**src/rtl/ksc_pkg.sv**
```systemverilog
// ----------------------------------------------------------------------------
// ksc_pkg: shared types and constants of the keyword substitution cipher
// Letter constants, the item format passed from the front end to the back end.
// ----------------------------------------------------------------------------
package ksc_pkg;

  localparam int unsigned Letters = 26;

  localparam logic [7:0] CharUpA   = 8'h41;  // 'A'
  localparam logic [7:0] CharUpZ   = 8'h5A;  // 'Z'
  localparam logic [7:0] CharLowA  = 8'h61;  // 'a'
  localparam logic [7:0] CharLowZ  = 8'h7A;  // 'z'
  localparam logic [7:0] CaseGap   = 8'd32;

  // Classified item as held in the queue between front and back end
  typedef struct packed {
    logic       text;    // 1: text byte, 0: key character
    logic       last;    // final key character
    logic       letter;  // data is a letter of either case
    logic       upper;   // data is an upper case letter
    logic [4:0] idx;     // letter index, A = 0
    logic [7:0] data;    // raw byte
  } ksc_item_t;

endpackage

```
**src/rtl/ksc_front.sv**
```systemverilog
// ----------------------------------------------------------------------------
// ksc_front: input classification and item queue
// Decodes each accepted item into letter/case/index and holds it in a short
// queue until the back end takes it.
// ----------------------------------------------------------------------------
module ksc_front import ksc_pkg::*; #(
  parameter int unsigned QueueDepth = 2
) (
  input  logic      clk_i,
  input  logic      rst_ni,
  input  logic      push,
  output logic      full,
  input  logic      command_i,
  input  logic [7:0] data_i,
  input  logic      last_key_i,
  output logic      head_valid_o,
  output ksc_item_t head_o,
  input  logic      head_pop_i
);

  localparam int unsigned PtrW = (QueueDepth > 1) ? $clog2(QueueDepth) : 1;
  localparam int unsigned CntW = $clog2(QueueDepth + 1);

  ksc_item_t            queue_q [QueueDepth];
  logic [PtrW-1:0]      wr_ptr_q, wr_ptr_d;
  logic [PtrW-1:0]      rd_ptr_q, rd_ptr_d;
  logic [CntW-1:0]      count_q, count_d;
  ksc_item_t            item;
  logic                 is_upper;
  logic                 is_lower;
  logic [7:0]           folded;
  logic                 do_push;
  logic                 do_pop;

  always_comb begin
    is_upper    = (data_i >= CharUpA) && (data_i <= CharUpZ);
    is_lower    = (data_i >= CharLowA) && (data_i <= CharLowZ);
    folded      = is_lower ? (data_i - CaseGap) : data_i;
    item.text   = command_i;
    item.last   = last_key_i;
    item.letter = is_upper || is_lower;
    item.upper  = is_upper;
    item.idx    = 5'(folded - CharUpA);
    item.data   = data_i;
  end

  assign full         = (count_q == CntW'(QueueDepth));
  assign do_push      = push && !full;
  assign do_pop       = head_pop_i && (count_q != '0);
  assign head_valid_o = (count_q != '0);
  assign head_o       = queue_q[rd_ptr_q];

  always_comb begin
    wr_ptr_d = wr_ptr_q;
    rd_ptr_d = rd_ptr_q;
    count_d  = count_q;
    if (do_push) begin
      wr_ptr_d = (wr_ptr_q == PtrW'(QueueDepth - 1)) ? '0 : wr_ptr_q + 1'b1;
    end
    if (do_pop) begin
      rd_ptr_d = (rd_ptr_q == PtrW'(QueueDepth - 1)) ? '0 : rd_ptr_q + 1'b1;
    end
    if (do_push && !do_pop) begin
      count_d = count_q + 1'b1;
    end else if (do_pop && !do_push) begin
      count_d = count_q - 1'b1;
    end
  end

  always_ff @(posedge clk_i or negedge rst_ni) begin
    if (!rst_ni) begin
      wr_ptr_q <= '0;
      rd_ptr_q <= '0;
      count_q  <= '0;
    end else begin
      wr_ptr_q <= wr_ptr_d;
      rd_ptr_q <= rd_ptr_d;
      count_q  <= count_d;
    end
  end

  always_ff @(posedge clk_i) begin
    if (do_push) begin
      queue_q[wr_ptr_q] <= item;
    end
  end

endmodule

```
**src/rtl/ksc_back.sv**
```systemverilog
// ----------------------------------------------------------------------------
// ksc_back: key loading sequencer, substitution tables and result register
// Places key letters, completes the alphabet and builds the inverse table one
// entry per cycle, and substitutes text bytes into the result register.
// ----------------------------------------------------------------------------
module ksc_back import ksc_pkg::*; (
  input  logic       clk_i,
  input  logic       rst_ni,
  input  logic       direction_i,
  input  logic       head_valid_i,
  input  ksc_item_t  head_i,
  output logic       head_pop_o,
  output logic       empty,
  input  logic       pop,
  output logic [7:0] out_byte_o
);

  localparam logic [1:0] StIdle = 2'd0;
  localparam logic [1:0] StFill = 2'd1;
  localparam logic [1:0] StInv  = 2'd2;

  logic [1:0]         state_q, state_d;
  logic [4:0]         walk_q, walk_d;
  logic [4:0]         cipher_q [Letters];
  logic [4:0]         inverse_q [Letters];
  logic [Letters-1:0] used_q, used_d;
  logic [4:0]         cnt_q, cnt_d;
  logic               loading_q, loading_d;
  logic               out_valid_q, out_valid_d;
  logic [7:0]         out_byte_q, out_byte_d;

  logic [Letters-1:0] used_eff;
  logic [4:0]         cnt_eff;
  logic [4:0]         cipher_raddr;
  logic [4:0]         cipher_rd;
  logic [4:0]         inverse_rd;
  logic [4:0]         text_sub;
  logic               c_we;
  logic [4:0]         c_waddr;
  logic [4:0]         c_wdata;
  logic               i_we;
  logic [4:0]         i_waddr;
  logic [4:0]         i_wdata;
  logic               out_free;

  assign cipher_raddr = (state_q == StInv) ? walk_q : head_i.idx;
  assign cipher_rd    = cipher_q[cipher_raddr];
  assign inverse_rd   = inverse_q[head_i.idx];
  assign text_sub     = direction_i ? inverse_rd : cipher_rd;
  assign out_free     = !out_valid_q || pop;
  assign used_eff     = loading_q ? used_q : '0;
  assign cnt_eff      = loading_q ? cnt_q : '0;

  always_comb begin
    state_d     = state_q;
    walk_d      = walk_q;
    used_d      = used_q;
    cnt_d       = cnt_q;
    loading_d   = loading_q;
    out_valid_d = out_valid_q && !pop;
    out_byte_d  = out_byte_q;
    head_pop_o  = 1'b0;
    c_we        = 1'b0;
    c_waddr     = cnt_eff;
    c_wdata     = head_i.idx;
    i_we        = 1'b0;
    i_waddr     = cipher_rd;
    i_wdata     = walk_q;
    unique case (state_q)
      StIdle: begin
        if (head_valid_i && !head_i.text) begin
          // a key character after a completed key starts a fresh key
          head_pop_o = 1'b1;
          loading_d  = 1'b1;
          used_d     = used_eff;
          cnt_d      = cnt_eff;
          if (head_i.letter && !used_eff[head_i.idx] && (cnt_eff < 5'(Letters))) begin
            c_we                 = 1'b1;
            used_d[head_i.idx]   = 1'b1;
            cnt_d                = cnt_eff + 1'b1;
          end
          if (head_i.last) begin
            state_d = StFill;
            walk_d  = 5'(Letters - 1);
          end
        end else if (head_valid_i && head_i.text && out_free) begin
          head_pop_o  = 1'b1;
          out_valid_d = 1'b1;
          if (head_i.letter) begin
            out_byte_d = {3'b000, text_sub} + (head_i.upper ? CharLowA : CharUpA);
          end else begin
            out_byte_d = head_i.data;
          end
        end
      end
      StFill: begin
        // append unused letters from Z down to A
        c_waddr = cnt_q;
        c_wdata = walk_q;
        if (!used_q[walk_q] && (cnt_q < 5'(Letters))) begin
          c_we           = 1'b1;
          used_d[walk_q] = 1'b1;
          cnt_d          = cnt_q + 1'b1;
        end
        if (walk_q == '0) begin
          state_d = StInv;
        end else begin
          walk_d = walk_q - 1'b1;
        end
      end
      StInv: begin
        i_we = 1'b1;
        if (walk_q == 5'(Letters - 1)) begin
          state_d   = StIdle;
          loading_d = 1'b0;
          walk_d    = '0;
        end else begin
          walk_d = walk_q + 1'b1;
        end
      end
      default: begin
        state_d = StIdle;
      end
    endcase
  end

  always_ff @(posedge clk_i or negedge rst_ni) begin
    if (!rst_ni) begin
      state_q     <= StIdle;
      walk_q      <= '0;
      used_q      <= '0;
      cnt_q       <= '0;
      loading_q   <= 1'b0;
      out_valid_q <= 1'b0;
      for (int i = 0; i < Letters; i++) begin
        cipher_q[i]  <= 5'(Letters - 1 - i);
        inverse_q[i] <= 5'(Letters - 1 - i);
      end
    end else begin
      state_q     <= state_d;
      walk_q      <= walk_d;
      used_q      <= used_d;
      cnt_q       <= cnt_d;
      loading_q   <= loading_d;
      out_valid_q <= out_valid_d;
      for (int i = 0; i < Letters; i++) begin
        if (c_we && (c_waddr == 5'(i))) begin
          cipher_q[i] <= c_wdata;
        end
        if (i_we && (i_waddr == 5'(i))) begin
          inverse_q[i] <= i_wdata;
        end
      end
    end
  end

  always_ff @(posedge clk_i) begin
    out_byte_q <= out_byte_d;
  end

  assign empty      = !out_valid_q;
  assign out_byte_o = out_byte_q;

endmodule

```
**src/rtl/keyword_substitution_cipher.sv**
```systemverilog
// ----------------------------------------------------------------------------
// keyword_substitution_cipher: keyword monoalphabetic substitution cipher
//
//   channel  | handshake              | payload
//   ---------+------------------------+-----------------------------------
//   input    | push / full            | command_i, data_i, last_key_i
//   result   | empty / pop            | out_byte_o
//   config   | direction_we_i         | direction_i
//
// A text byte leaves the queue once the output register is free, a key character
// whenever the sequencer is idle; after the final key character the sequencer
// completes the alphabet and then builds the inverse table before it takes another item.
// Results wait in one output register while the input queue keeps filling.
// Reset loads the reversed alphabet into both tables and empties the queue.
// ----------------------------------------------------------------------------
module keyword_substitution_cipher import ksc_pkg::*; #(
  parameter int unsigned QueueDepth = 2
) (
  input  logic       clk_i,
  input  logic       rst_ni,
  input  logic       push,
  output logic       full,
  input  logic       command_i,
  input  logic [7:0] data_i,
  input  logic       last_key_i,
  output logic       empty,
  input  logic       pop,
  output logic [7:0] out_byte_o,
  input  logic       direction_we_i,
  input  logic       direction_i
);

  logic      direction_q;
  logic      head_valid;
  ksc_item_t head;
  logic      head_pop;

  always_ff @(posedge clk_i or negedge rst_ni) begin
    if (!rst_ni) begin
      direction_q <= 1'b0;
    end else if (direction_we_i) begin
      direction_q <= direction_i;
    end
  end

  ksc_front #(
    .QueueDepth (QueueDepth)
  ) u_front (
    .clk_i        (clk_i),
    .rst_ni       (rst_ni),
    .push         (push),
    .full         (full),
    .command_i    (command_i),
    .data_i       (data_i),
    .last_key_i   (last_key_i),
    .head_valid_o (head_valid),
    .head_o       (head),
    .head_pop_i   (head_pop)
  );

  ksc_back u_back (
    .clk_i        (clk_i),
    .rst_ni       (rst_ni),
    .direction_i  (direction_q),
    .head_valid_i (head_valid),
    .head_i       (head),
    .head_pop_o   (head_pop),
    .empty        (empty),
    .pop          (pop),
    .out_byte_o   (out_byte_o)
  );

`ifndef NO_ASSERTIONS
  a_pop_needs_head: assert property (@(posedge clk_i) disable iff (!rst_ni)
    head_pop |-> head_valid)
    else $error("back end took an item from an empty queue");

  a_full_holds: assert property (@(posedge clk_i) disable iff (!rst_ni)
    full && !head_pop |=> full)
    else $error("queue lost an item without a pop");

  a_text_gives_result: assert property (@(posedge clk_i) disable iff (!rst_ni)
    head_pop && head.text |=> !empty)
    else $error("text item produced no result");
`endif

endmodule

```
**config.mk**
```make
export PLATFORM = sky130hd
export DESIGN_NAME = keyword_substitution_cipher
export DESIGN_NICKNAME = d
export VERILOG_FILES = /design/src/rtl/ksc_pkg.sv /design/src/rtl/ksc_front.sv /design/src/rtl/ksc_back.sv /design/src/rtl/keyword_substitution_cipher.sv
export SDC_FILE = /design/constraint.sdc
export NUM_CORES = 1
export LEC_CHECK = 0
export BUFFER_PORTS_ARGS = -buffer_cell sky130_fd_sc_hd__buf_2
export CAP_MARGIN = 20
export CORE_ASPECT_RATIO = 1.5
export CORE_MARGIN = 4
export CORE_UTILIZATION = 55
export CTS_CLUSTER_SIZE = 8
export DETAILED_ROUTE_END_ITERATION = 12
export PLACE_DENSITY = 0.71
export SLEW_MARGIN = 10
export SYNTH_ARGS = -nofsm -noshare
export SYNTH_HDL_FRONTEND = slang
export SYNTH_HIERARCHICAL = 1
export SYNTH_SLANG_ARGS = --single-unit
export TNS_END_PERCENT = 100
```
**constraint.sdc**
```tcl
create_clock -name clk_i -period 6.7 [get_ports clk_i]
set_input_delay 0.67 -clock clk_i [delete_from_list [all_inputs] [get_ports clk_i]]
set_output_delay 0.67 -clock clk_i [all_outputs]
set_load 0.01 [all_outputs]
```
==> flow_summary.json <==
{
  "grt_pass1_wl_um": 78500,
  "synth_area_leader_cell": "dfrtp_1",
  "post-place-ws_ps": 1810,
  "irDropWorstVdd_v": 0.000277,
  "fmax_mhz": 200,
  "rsz0062_at_grt": "no",
  "vias_per_cell": 6.62,
  "worstMarginPinSlew_ps": 923,
  "syn_to_final_growth_pct": 9.89,
  "diodes": 0,
  "drt-initial-drc-count": 1119,
  "synth-warning-count": 6,
  "dp_hpwl_um": 33300,
  "yosysSeqAreaShare_pct": 49.2,
  "grt_max_degree": 113,
  "startpoint_type": "flip-flop",
  "dieWidth_um": 157,
  "hold_class": "in -> async",
  "post_cts_resized": 0,
  "post_drt_wl_per_cell_um": 24.9,
  "p_per_area_mw_per_mm2": 513,
  "cts_buffers": 49,
  "synth_edf_count": 42,
  "slew_headroom_pct": 38.2,
  "io_pins": 26,
  "synth_cells": 1553,
  "portBuffers": 25,
  "slew_violations": 0,
  "path_class": "reg -> reg",
  "yosysTopAreaCellShare_pct": 26.0,
  "synthTopCellsByCount": "mux2_2, dfrtp_1, dfstp_2",
  "synthTopCellsByArea": "dfrtp_1, mux2_2, dfstp_2",
  "drt_first_pass_iters": 7,
  "synth-main-ff-cell": "dfrtp_1",
  "place_inst": 1901,
  "async_reset_ff_share_pct": 87.9,
  "ys_ff_latch": 347,
  "grt_pass1_vias": 13600,
  "nets": 1568,
  "yosysMostFrequentCell": "mux2_2",
  "cts-root-buf": "clkbuf_16",
  "clock_sinks": 347,
  "core.rowCount": 81,
  "place_congestion": 0.915,
  "grt_usage_pct": 27.7,
  "p_leak_nw": 8.29,
  "dr_total_vias": 13200,
  "final_cells": 1990,
  "worstSkewPairLatency_ps": 580,
  "finalCritPeriodShare_pct": 74.5,
  "crit_required_ps": 7160,
  "critical_path.endpoint_type": "flip-flop",
  "post_cts_buffers": 0,
  "wl_um": 49600,
  "ant_nets": 0,
  "finClkSkew_ps": 31.4,
  "clk_pin_slew_ps": 50,
  "clockBufferDepth": 3,
  "cap_violations": 0,
  "setup_viol": 0,
  "gr-total-overflow": 0,
  "setup_tns_ps": 0,
  "dieArea_mm2": 0.0364,
  "cts_hold_buf": 0,
  "antenna_found_initial": 0,
  "hold_viol": 0,
  "drc": 0,
  "core_mm2": 0.0328,
  "worst_slack_ps": 1710,
  "cts_tree": "yes",
  "initial_core_util_pct": 55.9,
  "cts.htree.levels": 2,
  "synth.cell_area_mm2": 0.0184,
  "fin_util_pct": 61.4,
  "ys_types": 74,
  "cp_max_fo": 22,
  "die_h_um": 232,
  "syn_area_per_cell_um2": 11.8,
  "drive_gt1_share_pct": 36.4,
  "cp.arrival_ps": 5450,
  "outcome": "finished clean",
  "fin_crit_ps": 4990,
  "synthesis.nets": 1583
}
==> worst max-delay path, stage by stage (launching register included) <==
cell,delay (ps)
dfrtp_1,390
inv_1,80
ha_1,740
mux2i_2,550
buf_4,370
mux4_2,560
o21ai_0,160
a21oi_1,70
a31oi_1,520
a31oi_1,220
or2_2,410
nor2_1,410
mux2_2,390
==> flip-flops by register name (all words and copies together) (netlist names) <==
signal              cells
u_back/cipher_q       130
u_back/inverse_q      130
u_front/queue_q        34
u_back/used_q          26
u_back/out_byte_o       8
u_back/cnt_q            5
u_back/i_wdata          5
u_back/state_q          2
u_front/count_q         2
direction_q             1
u_back/loading_q        1
u_back/out_valid_q      1
u_front/rd_ptr_q        1
u_front/wr_ptr_q        1
==> metal layers <==
layer  up-vias  track usage (%)  share of wire (%)
met4         0             15.3                6.5
met5         -                0                  0
li1       5731                -                  -
met1      6715             33.4                 37
met2       540             47.5                 51
met3       193             3.75                5.0
==> cell type report <==
class | count | area (um^2)
clock inverter | 3 | 55.1
sequential | 347 | 9040
multi-input combinational | 1070 | 8790
fill | 2681 | 12700
tap | 415 | 519
inverter | 25 | 93.8
clock buffer | 85 | 1380
timing repair buffer | 45 | 295
==> power breakdown <==
group          internal, mW  total (mW)  switching (mW)
clock network          1.39        2.30           0.914
registers              2.94        3.40           0.461
logic                  1.76        4.64            2.89
total                  6.09        10.3            4.26
==> cells in the final DEF (no fill, tap or decap), types with 8 or more instances in the layout <==
cell       netlist  routed
buf_4            3      18
a221oi_1        20      20
nand2_1         88      88
mux4_2          44      44
a22o_1           8       8
a22oi_1         17      17
o22ai_1         24      24
and2_1           8       8
dfrtp_1        191     189
a31oi_1         14      14
edfxtp_1        42      42
nand3_1         45      45
mux2_2         283     282
nor3b_1          8       8
inv_1           25      25
nor2b_1         62      62
nand2b_1        22      22
o21ai_0         67      67
nor3_1          12      12
ha_1            14      14
clkbuf_16        0      50
dfstp_2        114     114
nand3b_1         8       8
nor2_1          83      83
mux2i_1         19      19
clkbuf_1        76      35
buf_2           21      25
nand4_1          9       9
a21oi_1         74      74
or2_2           13      13
==> cell families (layout without fill, tap and decap cells) <==
group	after synthesis	in the layout	synth area share (%)
AND/OR/NAND/NOR	388	388	10.9
multiplexers	355	355	24.4
flip-flops	347	347	49.2
AO/OA/AOI/OAI	301	301	10.9
buffers and inverters	136	158	3.03
adder cells (fa/ha/maj)	14	14	0.954
XOR/XNOR	12	12	0.572
==> final timing paths <==
| check | startpoint | end | slack, ps | cells after the start |
|---|---|---|---|---|
| setup / recovery | u_back/state_q[0]$_DFFE_PN0P_ | u_back/inverse_q[97]$_DFFE_PN0P_ | 1710 | 12 |
| hold / removal | rst_ni | u_back/cnt_q[1]$_DFFE_PN0P_ | 120 | 1 |
| setup reg to reg | u_back/state_q[0]$_DFFE_PN0P_ | u_back/inverse_q[97]$_DFFE_PN0P_ | 1710 | 12 |
| hold reg to reg | u_front/wr_ptr_q$_DFFE_PN0P_ | u_front/wr_ptr_q$_DFFE_PN0P_ | 490 | 1 |
| max in group asynchronous | rst_ni | u_back/inverse_q[40]$_DFFE_PN0P_ | 5310 | 2 |
| min in group clk_i | last_key_i | u_front/queue_q[1][15]$_DFFE_PP_ | 290 | 1 |
==> through the flow <==
stage | hold slack, ps | area, um^2 | power, mW
global route | 189 | 20200 | 10.9
detailed placement | 488 | 18700 | 7.95
CTS | 173 | 20200 | 10.3
global placement | 472 | 18700 | 7.85
floorplan | 374 | 18400 | 6.60
finish | 117 | 20200 | 10.3
Note: power is estimated with default switching activity, not from simulation.
